File: src/hdl/frcs_pkg.sv
`timescale 1ns / 1ps

package frcs_pkg;

    localparam int CFG_W      = 32;
    localparam int DIFF_W     = 33;
    localparam int TAG_W      = 16;
    localparam int STAT_W     = 48;
    localparam int SUM_W      = 56;
    localparam int DOF_W      = 18;
    localparam int IN_DATA_W  = 272;
    localparam int OUT_DATA_W = 200;

    localparam logic [1:0] CFG_COEF_A     = 2'd0;
    localparam logic [1:0] CFG_COEF_B     = 2'd1;
    localparam logic [1:0] CFG_COEF_C     = 2'd2;
    localparam logic [1:0] CFG_NORM_SCALE = 2'd3;

    localparam logic signed [SUM_W-1:0] SUM_MAX = {1'b0, {(SUM_W-1){1'b1}}};
    localparam logic [DOF_W-1:0]        DOF_MAX = {DOF_W{1'b1}};

    typedef struct packed {
        logic [CFG_W-1:0]        coef_a;
        logic [CFG_W-1:0]        coef_b;
        logic signed [CFG_W-1:0] coef_c;
        logic [CFG_W-1:0]        norm_scale;
    } t_coefs;

    // Differences of one bin plus its control flags.
    typedef struct packed {
        logic signed [DIFF_W-1:0] ra;
        logic signed [DIFF_W-1:0] ia;
        logic signed [DIFF_W-1:0] rb;
        logic signed [DIFF_W-1:0] ib;
        logic [TAG_W-1:0]         tag;
        logic                     last;
        logic                     start;
    } t_job;

    // Declared from the top bit down, so bin_stat lands in the lowest bits.
    typedef struct packed {
        logic [DOF_W-1:0]         best_dof;
        logic [TAG_W-1:0]         best_tag;
        logic signed [SUM_W-1:0]  best_total;
        logic signed [SUM_W-1:0]  run_total;
        logic signed [STAT_W-1:0] bin_stat;
    } t_result;

endpackage

File: src/hdl/frcs_queue.sv
`timescale 1ns / 1ps

module frcs_queue import frcs_pkg::*; #(
    parameter int DEPTH = 2
) (
    input  logic i_clk,
    input  logic i_rst_n,
    input  logic i_push,
    input  t_job i_job,
    output logic o_full,
    input  logic i_pop,
    output logic o_valid,
    output t_job o_job
);

    localparam int PTR_W = (DEPTH > 1) ? $clog2(DEPTH) : 1;
    localparam int CNT_W = $clog2(DEPTH + 1);

    t_job             r_mem [DEPTH];
    logic [PTR_W-1:0] r_wr, n_wr;
    logic [PTR_W-1:0] r_rd, n_rd;
    logic [CNT_W-1:0] r_cnt, n_cnt;

    assign o_full  = (r_cnt == CNT_W'(DEPTH));
    assign o_valid = (r_cnt != '0);
    assign o_job   = r_mem[r_rd];

    always_comb begin
        n_wr  = r_wr;
        n_rd  = r_rd;
        n_cnt = r_cnt;
        if (i_push) begin
            n_wr = (r_wr == PTR_W'(DEPTH - 1)) ? '0 : r_wr + 1'b1;
        end
        if (i_pop) begin
            n_rd = (r_rd == PTR_W'(DEPTH - 1)) ? '0 : r_rd + 1'b1;
        end
        case ({i_push, i_pop})
            2'b10:   n_cnt = r_cnt + 1'b1;
            2'b01:   n_cnt = r_cnt - 1'b1;
            default: n_cnt = r_cnt;
        endcase
    end

    always_ff @(posedge i_clk) begin
        if (!i_rst_n) begin
            r_wr  <= '0;
            r_rd  <= '0;
            r_cnt <= '0;
        end else begin
            r_wr  <= n_wr;
            r_rd  <= n_rd;
            r_cnt <= n_cnt;
        end
    end

    always_ff @(posedge i_clk) begin
        if (i_push) begin
            r_mem[r_wr] <= i_job;
        end
    end

endmodule

File: config.mk
export PLATFORM = sky130hd
export DESIGN_NAME = frcs_queue
export DESIGN_NICKNAME = d
export VERILOG_FILES = /design/src/hdl/frcs_pkg.sv /design/src/hdl/frcs_queue.sv
export SDC_FILE = /design/constraint.sdc
export NUM_CORES = 1
export LEC_CHECK = 0
export BUFFER_PORTS_ARGS = -buffer_cell sky130_fd_sc_hd__buf_2
export CAP_MARGIN = 20
export CORE_ASPECT_RATIO = 0.5
export CORE_MARGIN = 2
export CORE_UTILIZATION = 52
export CTS_CLUSTER_DIAMETER = 30
export DETAILED_ROUTE_END_ITERATION = 8
export PLACE_DENSITY = 0.79
export RECOVER_POWER = 25
export SYNTH_ARGS = -nofsm -noshare
export SYNTH_HDL_FRONTEND = slang
export SYNTH_SLANG_ARGS = --single-unit
File: constraint.sdc
create_clock -name i_clk -period 10.4 [get_ports i_clk]
set_clock_uncertainty 0.05 [all_clocks]
set_input_delay 2.08 -clock i_clk [delete_from_list [all_inputs] [get_ports i_clk]]
set_output_delay 2.08 -clock i_clk [all_outputs]
set_load 0.005 [all_outputs]
==> impl_metrics.yaml <==
worst_setup_path:
  ff2ff_setup_slack_ns: 7.69
  path_class: "reg2out"
  max_stage_delay_ns: 0.88
  timing.rr.start: "r_wr$_SDFFE_PN0P_"
  crit_slowest_cell: "buf_4"
  cp.arrival_ns: 2.79
  timing.rr.end: "r_mem[1][60]$_DFFE_PP_"
  required_ns: 8.27
  r2r_cells: 2
  crit_chain: "buf_4, mux2_2, buf_2"
  end_kind: "output pin"
  crit_fanout: 56
  startpoint_type: "flop"
cts:
  clock_sinks: 305
  worst_skew_pair.late_latency_ns: 0.50
  cts_setup_buffers: 0
  cts.clk_slew.worst_paths_ns: 0.06
  postCtsResizedCells: 0
  cts_root_buf: "clkbuf_16"
  cts_tree: "yes"
  cts_max_path_buffers: 3
  h-tree-depth: 2
  hold_buffers: 0
  numCtsBuffers: 37
worst_hold_path:
  hold-path-cell-count: 2
  min_to: "r_cnt[1]$_SDFFE_PN0P_"
  hp-start: "r_cnt[1]$_SDFFE_PN0P_"
  min_path_type: "reg2reg"
synth:
  synthesis.nets: 644
  ys_seq_area_share_pct: 79.6
  synth-main-ff-cell: "edfxtp_1"
  synth_edf_count: 300
  synth-seq-cells: 305
  synth.distinct_cells: 19
  synth.avg_cell_area_sq_um: 23.4
  yosysWarnings: 0
  netlist_area_sq_um: 11400
  syn_inst: 489
  synthArstFlopShare_pct: 0
pwr:
  power_density_nw_per_um2: 210
  vdd_ir_drop_max_v: 0.000190
  p_leak_uw: 0.00563
layout:
  area_delta_synth_final_pct: 27.0
  fin_nets: 977
  drive_gt1_share_pct: 58.0
  regArea_sq_um: 9110
  multiInputGateArea_sq_um: 2190
  fin_cells: 1154
  fill_cells: 1423
floorplan:
  ios: 306
  num_rows: 38
  start_util_pct: 52.9
  die_w_um: 214
  die_area_sq_um: 23300
  core_region_area_sq_um: 21600
  die_h_um: 109
job:
  maxCapViolCount: 0
sta:
  period_needed_ns: 4.92
  rsz0062_at_grt: "no"
  fmax_ghz: 0.203
  fin_crit_sh_pct: 47.3
  hold_viol: 0
  slew-limit-headroom_pct: 28.5
  hold_ws_ns: 0.460
  setup_viol: 0
  finalMaxSlewViolations: 0
  tightest_slew_ns: 1.07
  fin_setup_tns_ns: 0
place:
  io_buffers: 305
  place_hpwl_um: 14500
  gp_routability_congestion: 0.771
  dp.cells: 1082
outcome:
  outcome: "complete, no violations"
routing:
  drt_iter0_markers: 376
  wirelength_um: 22400
  dr.pass1.iters: 4
  vias_per_cell: 5.00
  drc: 0
  wl_per_cell_um: 19.4
  antenna_left: 0
  num_vias: 5768
global_route:
  grt_util_met2_pct: 32.9
  grt_pass1_wl_um: 32300
  grt_pass1_vias: 6069
  grtUsageMet3_pct: 4.46
  grt_start_max_net_pins: 78
  overflow: 0
  top_usage_layer: "met2"
  track_usage_pct: 18.6
  use_met1_pct: 21.7
  grt_antenna_before_repair: 4
## metrics by stage
stage	utilization [%]	power (uW)	setup WS, ns	instance area (sq um)
after CTS	67.3	3090	5.43	14600
after global placement	61.2	1740	5.92	13200
after global routing	67.2	3160	5.32	14500
final	67.2	3050	5.48	14500
after detailed placement	61.2	1750	5.89	13200
after floorplan	-	1630	1.23	11400
## final cells by class
type                    count  share of cell area [%]
multi-input cells         166                    15.1
clock buffers              44                    6.98
repair buffers            311                    10.6
well taps                 300                    2.58
flip-flops and latches    305                    62.7
inverters                   1                  0.0258
diodes                      3                  0.0516
clock inverters            24                    2.00
## power by group
group	leakage, uW	switching [uW]	total [uW]	internal, uW
Clock	0.000642	501	1330	833
Sequential	0.00286	23.6	1450	1420
Combinational	0.00213	123	273	150
## state kept, by name (all words and copies together), names as in the netlist, named ones only
signal and count:
r_wr 1, r_rd 1, r_cnt 2, r_mem 300
## cell usage after synthesis (all sizes together) (2+ instances only)
master / instances / area, sq um
and2: 4 / 25.0
edfxtp: 300 / 9010
mux2: 150 / 2060
buf: 17 / 154
xnor2: 2 / 17.5
dfxtp: 5 / 100
## cell families after synthesis
family,count (synthesis),synth area share (%)
compound gates,3,0.175
xor+xnor,3,0.230
fa+ha+maj,1,0.109
buf+inv,18,1.38
flops,305,79.6
mux,150,18.0
simple gates,9,0.492
## routing by layer
layer / vias to the layer above / share of wire (%)
li1: 2630 / -
met1: 2908 / 38
met2: 167 / 53
met3: 61 / 4.3
met4: 2 / 4.3
met5: - / 0.058
## critical path: cells and delay by family (launching register included)
family,cells,cell delay [ns]
DFF,1,0.78
muxes,1,0.42
buffers and inverters,2,1.01
## placed cells by master, fill, tap and decap left out, drive strengths merged
master      n
nor2b       1
or3         1
or2         1
mux2      150
ha          1
clkbuf     81
and2b       1
o21a        1
xor2        1
a21boi      1
o21ai       1
xnor2       2
buf       274
clkinv     11
dfxtp       5
edfxtp    300
bufinv      5
and2        4
nor2        1
diode       3
inv         7
clkinvlp    2
## how the worst max path moves through the flow
stage / start / to / slack [ns] / depth (start not counted)
after CTS: flop / o_job[149] / 5.43 / 3
after global routing: flop / o_job[137] / 5.32 / 3
after detailed placement: i_push / r_mem[1][25]$_DFFE_PP_ / 5.89 / 3
after global placement: i_push / r_mem[1][83]$_DFFE_PP_ / 5.92 / 3
after floorplan: i_push / r_mem[0][0]$_DFFE_PP_ / 1.23 / 2
final: flop / o_job[149] / 5.48 / 3
(Power assumes the default switching activity.)
