`config.mk`:
```
export PLATFORM = sky130hd
export DESIGN_NAME = frcs_front
export DESIGN_NICKNAME = d
export VERILOG_FILES = /design/src/hdl/frcs_pkg.sv /design/src/hdl/frcs_front.sv
export SDC_FILE = /design/constraint.sdc
export NUM_CORES = 1
export LEC_CHECK = 0
export BUFFER_PORTS_ARGS = -buffer_cell sky130_fd_sc_hd__buf_2
export CORE_AREA = 2 2 167 169
export DETAILED_ROUTE_END_ITERATION = 16
export DIE_AREA = 0 0 169 171
export PLACE_DENSITY = 0.58
export SLEW_MARGIN = 30
export SYNTH_ARGS = -nofsm -noshare
export SYNTH_HDL_FRONTEND = slang
export SYNTH_SLANG_ARGS = --single-unit
```
`constraint.sdc`:
```
create_clock -name vclk -period 2.15
set_input_delay 0 -clock vclk [all_inputs]
set_output_delay 0 -clock vclk [all_outputs]
set_load 0.02 [all_outputs]
```
`src/hdl/frcs_pkg.sv`:
```
`timescale 1ns / 1ps

package frcs_pkg;

    localparam int CFG_W      = 32;
    localparam int DIFF_W     = 33;
    localparam int TAG_W      = 16;
    localparam int STAT_W     = 48;
    localparam int SUM_W      = 56;
    localparam int DOF_W      = 18;
    localparam int IN_DATA_W  = 272;
    localparam int OUT_DATA_W = 200;

    localparam logic [1:0] CFG_COEF_A     = 2'd0;
    localparam logic [1:0] CFG_COEF_B     = 2'd1;
    localparam logic [1:0] CFG_COEF_C     = 2'd2;
    localparam logic [1:0] CFG_NORM_SCALE = 2'd3;

    localparam logic signed [SUM_W-1:0] SUM_MAX = {1'b0, {(SUM_W-1){1'b1}}};
    localparam logic [DOF_W-1:0]        DOF_MAX = {DOF_W{1'b1}};

    typedef struct packed {
        logic [CFG_W-1:0]        coef_a;
        logic [CFG_W-1:0]        coef_b;
        logic signed [CFG_W-1:0] coef_c;
        logic [CFG_W-1:0]        norm_scale;
    } t_coefs;

    // Differences of one bin plus its control flags.
    typedef struct packed {
        logic signed [DIFF_W-1:0] ra;
        logic signed [DIFF_W-1:0] ia;
        logic signed [DIFF_W-1:0] rb;
        logic signed [DIFF_W-1:0] ib;
        logic [TAG_W-1:0]         tag;
        logic                     last;
        logic                     start;
    } t_job;

    // Declared from the top bit down, so bin_stat lands in the lowest bits.
    typedef struct packed {
        logic [DOF_W-1:0]         best_dof;
        logic [TAG_W-1:0]         best_tag;
        logic signed [SUM_W-1:0]  best_total;
        logic signed [SUM_W-1:0]  run_total;
        logic signed [STAT_W-1:0] bin_stat;
    } t_result;

endpackage

```
`src/hdl/frcs_front.sv`:
```
`timescale 1ns / 1ps

module frcs_front import frcs_pkg::*; (
    input  logic                 i_tvalid,
    output logic                 o_tready,
    // obs_re_a, obs_im_a, obs_re_b, obs_im_b, tpl_re_a, tpl_im_a, tpl_re_b, tpl_im_b, shift_tag
    input  logic [IN_DATA_W-1:0] i_tdata,
    input  logic                 i_tlast,
    // search_start
    input  logic                 i_tuser,
    input  logic                 i_q_full,
    output logic                 o_push,
    output t_job                 o_job
);

    logic signed [DIFF_W-1:0] obs [4];
    logic signed [DIFF_W-1:0] tpl [4];

    always_comb begin
        for (int i = 0; i < 4; i++) begin
            obs[i] = {i_tdata[32*i+31], i_tdata[32*i +: 32]};
            tpl[i] = {i_tdata[32*(i+4)+31], i_tdata[32*(i+4) +: 32]};
        end
    end

    assign o_tready = !i_q_full;
    assign o_push   = i_tvalid && !i_q_full;

    always_comb begin
        o_job.ra    = obs[0] - tpl[0];
        o_job.ia    = obs[1] - tpl[1];
        o_job.rb    = obs[2] - tpl[2];
        o_job.ib    = obs[3] - tpl[3];
        o_job.tag   = i_tdata[256 +: TAG_W];
        o_job.last  = i_tlast;
        o_job.start = i_tuser;
    end

endmodule

```
==> results.sh, run 1 <==
export IMPL_holdCritPathClass="primary input to output port"
export IMPL_critPathLaunchType="primary input"
export IMPL_critPathMaxStageDelay_ns=0.40
export IMPL_fill_cells=2704
export IMPL_core_mm2=0.0273
export IMPL_portBuffers=392
export IMPL_first_pass_iters=5
export IMPL_finalWirelength_um=30200
export IMPL_grt_start_max_net_pins=10
export IMPL_fin_nets=2063
export IMPL_setup_viol=29
export IMPL_synth_area_per_cell_um2=6.67
export IMPL_cp_max_fo=2
export IMPL_rows=61
export IMPL_cp_common_cell="a21oi_2"
export IMPL_yosys_top_cells_area="ha_1, inv_1, xnor2_1"
export IMPL_synth_simple_area_share=0.205
export IMPL_rsz0062_at_grt="true"
export IMPL_crit_required_ns=2.15
export IMPL_wl_per_cell_um=15.1
export IMPL_p_leak_nw=6.75
export IMPL_synth_xor_area_frac=0.120
export IMPL_antenna_found_initial=2
export IMPL_synth_compound_area_frac=0.321
export IMPL_hold_slack_ns=0.00000886
export IMPL_worst_slack_ns=-0.250
export IMPL_ys_top_cells_by_count="inv_1, ha_1, a21oi_1, xnor2_1, nor2_1"
export IMPL_power_density_mw_per_mm2=392
export IMPL_synth_area_mm2=0.00718
export IMPL_grt_pass1_wl_um=44900
export IMPL_yosysWarnings=0
export IMPL_via_per_inst=4.96
export IMPL_synthAdderAreaFrac=0.234
export IMPL_syn_inst=1077
export IMPL_synth_top_family_by_area="compound AO/OA/AOI/OAI gates"
export IMPL_dp_hpwl_um=24500
export IMPL_critPathBufInv=4
export IMPL_drc=0
export IMPL_slew_headroom=0.589
export IMPL_gr_usage_all_layers=0.184
export IMPL_ir_drop_mv=0.251
export IMPL_tns_ns=-2.66
export IMPL_syn_to_final_growth_pct=80.5
export IMPL_synthMostInstantiatedCell="inv_1"
export IMPL_period_share=1.12
export IMPL_period_needed_ns=2.40
export IMPL_max_freq_mhz=417
export IMPL_final_antenna_net_count=0
export IMPL_final_hold_violation_count=0
export IMPL_num_io_pins=428
export IMPL_critical_path_class="primary input to output port"
export IMPL_critical_path_cell_chain="buf_8 -> ha_4 -> fa_2 -> inv_2 -> a21oi_2 -> o211ai_1 -> a221oi_4 -> a211oi_2 -> a21oi_2 -> o31ai_2 -> buf_4 -> xor2_4 -> buf_6"
export IMPL_initial_core_util=0.263
export IMPL_gp_congestion=0.967
export IMPL_nClkBuffers=0
export IMPL_first_iter_violations=368
export IMPL_yosys_area_top_type="ha_1"
export IMPL_synth_top_area_share=0.223
export IMPL_crit_start="i_tdata[192]"
export IMPL_drive_gt1_frac=0.498
export IMPL_holdBufCountCts=0
export IMPL_cp_data_arrival_time_ns=2.40
export IMPL_num_vias=9916
export IMPL_ys_seq_area_frac=0
export IMPL_regArea_um2=0
export IMPL_die_h_um=171
export IMPL_status="finished, violations left"
export IMPL_seq_cell_count=0
export IMPL_worstSetupEndpointType="output port"
export IMPL_min_to="o_job[12]"
export IMPL_crit_slowest_cell="o211ai_1"
export IMPL_die_area_mm2=0.0289
export IMPL_crit_family="compound AO/OA/AOI/OAI gates"
export IMPL_failed_checks="setup timing"
export IMPL_utilization=0.474
export IMPL_grt_ovfl_total=0
export IMPL_synth_mux_area_frac=0.00279
export IMPL_hold_path_depth=0
export IMPL_syn_nets=1485
export IMPL_grt_pass1_vias=9715
export IMPL_die_w_um=169
export IMPL_ys_types=63
export IMPL_min_delay_start="i_tdata[266]"
export IMPL_tightest_slew_ns=0.600
export IMPL_maxCapViolations=0
export IMPL_finalMaxSlewViolations=0
repair_timing:
item	in CTS	in global routing
pin swaps	106	126
setup buffers	34	20
endpoints found under the setup margin	64	66
resized for setup	222	179
per-stage QoR:
stage / worst slack [ns] / power (mW) / area (um2) / std cells
final: -0.250 / 5.08 / 13000 / 2001
after global routing: -0.367 / 5.44 / 13000 / 2001
after CTS: -0.244 / 4.65 / 12100 / 1988
after detailed placement: -0.454 / 4.14 / 10700 / 1955
after global placement: -0.390 / 4.12 / 10700 / 1955
after floorplan: -0.123 / 2.56 / 7240 / 1077
worst max path at each step:
| stage | depth (start not counted) | slack, ns | end |
|---|---|---|---|
| global route | 12 | -0.37 | o_job[113] |
| floorplan | 9 | -0.12 | o_job[83] |
| detailed placement | 14 | -0.45 | o_job[48] |
| finish | 13 | -0.25 | o_job[81] |
| CTS | 12 | -0.24 | o_job[113] |
| global placement | 13 | -0.39 | o_job[145] |
layout make-up:
cell class	count	area, um2	share of cell area
multi-input cells	871	7810	0.602
diodes	2	5.00	0.000386
repair buffers	609	4030	0.311
inverters	173	682	0.0526
well taps	346	433	0.0334
routing by layer:
layer	global-route usage	up-vias	routed length, um
li1	-	4960	-
met1	0.205	4562	11700
met2	0.362	332	15900
met3	0.0204	62	1560
met4	0.0602	0	1020
met5	0	-	0
cells in the final DEF (no fill, tap or decap), drive strengths merged, types with 30 or more instances in the layout:
cell / count
nand3: 32
nand2: 58
nor3: 31
buf: 609
nor2: 64
ha: 128
a21o: 53
o21ai: 56
inv: 173
xnor2: 68
xor2: 30
a21oi: 100
logic make-up (layout without fill, tap and decap cells):
family,Yosys count,after routing
muxes,2,2
and+or+nand+nor,291,291
AOI/OAI and AO/OA,348,348
xor gates and xnor gates,98,98
adders and majority gates,132,132
buffers and inverters,206,782
other,0,2
where the power goes:
group / internal [mW] / switching [mW] / total, mW
combinational: 2.36 / 2.72 / 5.08
clock: 0.000000124 / 0 / 0.000000124
sequential: 0 / 0 / 0
total: 2.36 / 2.72 / 5.08
Note: power is estimated with default switching activity, not from simulation.
==> inputs of run 2 (changes only) <==
==> constraint.sdc (replaced) <==
create_clock -name vclk -period 2.15
set_input_delay 0.3225 -clock vclk [all_inputs]
set_output_delay 0.3225 -clock vclk [all_outputs]
set_load 0.02 [all_outputs]
==> results.sh, run 2 (same netlist as run 1, synthesis figures left out) <==
export IMPL_status="finished, violations left"
export IMPL_failed_checks="setup timing"
export IMPL_rsz0062_at_grt="true"
export IMPL_critPathBufInv=3
export IMPL_gp_congestion=0.864
export IMPL_hold_path_depth=0
export IMPL_portBuffers=392
export IMPL_regArea_um2=0
export IMPL_cp_max_fo=4
export IMPL_dp_hpwl_um=25500
export IMPL_die_area_mm2=0.0289
export IMPL_initial_core_util=0.263
export IMPL_maxCapViolations=0
export IMPL_via_per_inst=4.81
export IMPL_gr_usage_all_layers=0.198
export IMPL_final_antenna_net_count=0
export IMPL_die_w_um=169
export IMPL_min_delay_start="i_tdata[268]"
export IMPL_utilization=0.588
export IMPL_first_pass_iters=4
export IMPL_holdBufCountCts=0
export IMPL_crit_required_ns=1.83
export IMPL_power_density_mw_per_mm2=395
export IMPL_min_to="o_job[14]"
export IMPL_drc=0
export IMPL_final_cell_mix="buf_4, buf_2, inv_1, buf_6, ha_1"
export IMPL_critPathMaxStageDelay_ns=0.38
export IMPL_fin_nets=2218
export IMPL_cp_data_arrival_time_ns=2.59
export IMPL_tightest_slew_ns=0.515
export IMPL_slew_headroom=0.648
export IMPL_holdCritPathClass="primary input to output port"
export IMPL_seq_cell_count=0
export IMPL_period_share=1.35
export IMPL_wl_per_cell_um=14.6
export IMPL_rows=61
export IMPL_cp_common_cell="a31oi_4"
export IMPL_critPathLaunchType="primary input"
export IMPL_grt_pass1_vias=10400
export IMPL_num_vias=10400
export IMPL_nClkBuffers=0
export IMPL_ir_drop_mv=0.235
export IMPL_critical_path_class="primary input to output port"
export IMPL_drive_gt1_frac=0.629
export IMPL_setup_viol=103
export IMPL_max_freq_mhz=344
export IMPL_core_mm2=0.0273
export IMPL_worstSetupEndpointType="output port"
export IMPL_final_hold_violation_count=0
export IMPL_finalWirelength_um=31600
export IMPL_grt_ovfl_total=0
export IMPL_finalMaxSlewViolations=0
export IMPL_critical_path_cell_chain="buf_8 -> inv_8 -> ha_4 -> fa_2 -> nor2b_4 -> o31ai_4 -> a21oi_2 -> a31oi_4 -> a31oi_4 -> a31oi_4 -> o211ai_1 -> o311ai_2 -> buf_4"
export IMPL_worst_slack_ns=-0.761
export IMPL_p_leak_nw=8.13
export IMPL_final_common_cell="buf_4"
export IMPL_die_h_um=171
export IMPL_crit_family="compound AO/OA/AOI/OAI gates"
export IMPL_crit_slowest_cell="fa_2"
export IMPL_pre_cts_slack_ns=-1.07
export IMPL_syn_to_final_growth_pct=124
export IMPL_first_iter_violations=289
export IMPL_antenna_found_initial=4
export IMPL_num_io_pins=428
export IMPL_period_needed_ns=2.91
export IMPL_grt_start_max_net_pins=9
export IMPL_grt_pass1_wl_um=47900
==> run 2: worst max path at each step <==
stage	start	slack [ns]	depth (start not counted)	endpoint
after floorplan	i_tdata[225]	-0.51	10	o_job[47]
after global placement	i_tdata[0]	-1.01	13	o_job[143]
after detailed placement	i_tdata[0]	-1.07	13	o_job[145]
after CTS	i_tdata[0]	-0.76	13	o_job[147]
after global routing	i_tdata[96]	-0.87	14	o_job[40]
final	i_tdata[0]	-0.76	13	o_job[147]
==> run 2: area by class of cell <==
| class | count | area (um2) |
|---|---|---|
| multi-input combinational | 871 | 9090 |
| antenna | 4 | 10.0 |
| timing repair buffer | 764 | 5780 |
| fill | 2376 | 11300 |
| tap | 346 | 433 |
| inverter | 173 | 759 |
==> run 2: power by group <==
| group | switching [mW] | internal, mW | total (mW) |
|---|---|---|---|
| registers | 0 | 0 | 0 |
| clock network | 0 | 0.000000249 | 0.000000249 |
| logic | 3.10 | 3.25 | 6.35 |
| total | 3.10 | 3.25 | 6.35 |
==> run 2: timing repair <==
action                                 CTS  global route
setup endpoints to repair              109           110
endpoints found under the hold margin    0             0
gates resized for setup                404           153
gates cloned                             0             0
setup buffers                           44            41
pin swaps                              192           131
==> run 2: metrics by stage <==
step	total power [mW]	hold slack [ns]	TNS [ns]	instance area (um2)	std cells
detailed placement	4.96	0.645	-64.31	13200	2093
finish	6.35	0.645	-51.01	16100	2158
floorplan	3.06	0.722	-20.84	8670	1077
CTS	5.89	0.645	-49.70	15200	2123
global route	6.79	0.645	-60.20	16100	2157
global placement	4.92	0.645	-62.38	13200	2093
==> run 2: per-layer routing <==
metal | up-vias | share of wire | global-route usage
met5 | - | 0.00032 | 0
met4 | 2 | 0.027 | 0.0435
met3 | 58 | 0.050 | 0.0273
met2 | 279 | 0.53 | 0.395
met1 | 4800 | 0.39 | 0.220
li1 | 5248 | - | -
==> inputs of run 3 (changes only) <==
CORE_AREA = 2 2 164 166   (was 2 2 167 169)
DIE_AREA = 0 0 166 168   (was 0 0 169 171)
PLACE_DENSITY = 0.6   (was 0.58)
==> results.sh, run 3 (same netlist as run 1, synthesis figures left out) <==
export IMPL_status="finished, violations left"
export IMPL_failed_checks="setup timing"
export IMPL_final_common_cell="buf_4"
export IMPL_first_pass_iters=4
export IMPL_combPwrFrac=1.000
export IMPL_num_io_pins=428
export IMPL_ir_drop_mv=0.253
export IMPL_critical_path_class="primary input to output port"
export IMPL_die_w_um=166
export IMPL_gp_congestion=0.885
export IMPL_cp_num_cells=15
export IMPL_crit_start="i_tdata[64]"
export IMPL_crit_required_ns=1.83
export IMPL_grt_pass1_vias=10500
export IMPL_seq_cell_count=0
export IMPL_die_area_mm2=0.0279
export IMPL_grt_start_max_net_pins=9
export IMPL_cp_max_fo=4
export IMPL_max_freq_mhz=332
export IMPL_initial_core_util=0.273
export IMPL_maxCapViolations=0
export IMPL_holdCritPathClass="primary input to output port"
export IMPL_power_internal_mw=3.21
export IMPL_critical_path_cell_chain="buf_8 -> inv_12 -> ha_4 -> fa_2 -> inv_2 -> a21oi_2 -> o211ai_1 -> buf_4 -> a221oi_4 -> buf_6 -> a41oi_2 -> o21ai_2 -> nand2_2 -> o211ai_1 -> buf_4"
export IMPL_final_cell_mix="buf_4, buf_2, inv_1, buf_6, ha_1"
export IMPL_die_h_um=168
export IMPL_endpoint="o_job[71]"
export IMPL_finalMaxSlewViolations=0
export IMPL_power_switching_mw=3.10
export IMPL_via_per_inst=4.86
export IMPL_finalWirelength_um=32000
export IMPL_slew_headroom=0.707
export IMPL_grt_ovfl_total=0
export IMPL_critPathMaxStageDelay_ns=0.35
export IMPL_crit_slowest_cell="a221oi_4"
export IMPL_nClkBuffers=0
export IMPL_switching_share=0.492
export IMPL_final_hold_violation_count=0
export IMPL_setup_viol=104
export IMPL_final_antenna_net_count=0
export IMPL_period_needed_ns=3.01
export IMPL_worstSetupEndpointType="output port"
export IMPL_power_mw=6.31
export IMPL_fill_cells=2268
export IMPL_pre_cts_slack_ns=-1.01
export IMPL_dp_hpwl_um=25500
export IMPL_holdBufCountCts=0
export IMPL_rsz0062_at_grt="true"
export IMPL_power_share_sequential=0
export IMPL_first_iter_violations=339
export IMPL_p_leak_nw=8.04
export IMPL_wl_per_cell_um=14.9
export IMPL_cp_data_arrival_time_ns=2.69
export IMPL_fin_nets=2207
export IMPL_critPathBufInv=6
export IMPL_tightest_slew_ns=0.437
export IMPL_power_density_mw_per_mm2=398
export IMPL_period_share=1.40
export IMPL_tns_ns=-52.06
export IMPL_num_vias=10400
export IMPL_drc=0
export IMPL_multi_input_area_mm2=0.00902
export IMPL_syn_to_final_growth_pct=121
export IMPL_gr_usage_all_layers=0.203
export IMPL_portBuffers=392
export IMPL_antenna_found_initial=4
export IMPL_crit_family="compound AO/OA/AOI/OAI gates"
export IMPL_worst_slack_ns=-0.862
export IMPL_regArea_um2=0
export IMPL_clkPwrFrac=0
export IMPL_critPathLaunchType="primary input"
export IMPL_core_mm2=0.0264
export IMPL_grt_pass1_wl_um=48500
export IMPL_drive_gt1_frac=0.624
export IMPL_rows=60
## run 3: power by group through the flow
stage | clock (mW) | combinational (mW) | sequential [mW]
after floorplan | 0 | 3.06 | 0
after global placement | 0 | 4.89 | 0
after detailed placement | 0 | 4.93 | 0
after CTS | 0 | 5.72 | 0
after global routing | 0.000000249 | 6.74 | 0
final | 0.000000249 | 6.31 | 0
## run 3: how the worst min path moves through the flow
stage | from | end | depth (start not counted)
after floorplan | i_q_full | o_tready | 1
after global placement | i_tuser | o_job[0] | 0
after detailed placement | i_tuser | o_job[0] | 0
after CTS | i_tuser | o_job[0] | 0
after global routing | i_tlast | o_job[1] | 0
final | i_tlast | o_job[1] | 0
## run 3: area by class of cell
cell class / instances / share of cell area
inverter: 173 / 0.0475
multi-input combinational: 871 / 0.568
antenna: 4 / 0.000631
tap: 341 / 0.0269
timing repair buffer: 753 / 0.357
## run 3: stage by stage
step           cells  hold slack [ns]  area (um2)   util
6_report        2142            0.645       15900  0.602
5_1_grt         2142            0.645       15900  0.602
4_1_cts         2108            0.645       14600  0.556
3_5_place_dp    2079            0.645       13100  0.498
3_3_place_gp    2079            0.645       13100  0.498
2_1_floorplan   1077            0.722        8670      -
## run 3: per-layer routing
metal | vias up | global-route usage | share of wire
met5 | - | 0 | 0
met4 | 0 | 0.0450 | 0.024
met3 | 46 | 0.0254 | 0.049
met2 | 286 | 0.399 | 0.54
met1 | 4830 | 0.232 | 0.38
li1 | 5238 | - | -
## run 3: what timing repair did
action                                 CTS  global route
setup buffers                           37            41
gates resized for setup                330           216
endpoints found under the hold margin    0             0
pin swaps                              145           153
setup endpoints to repair              108           112
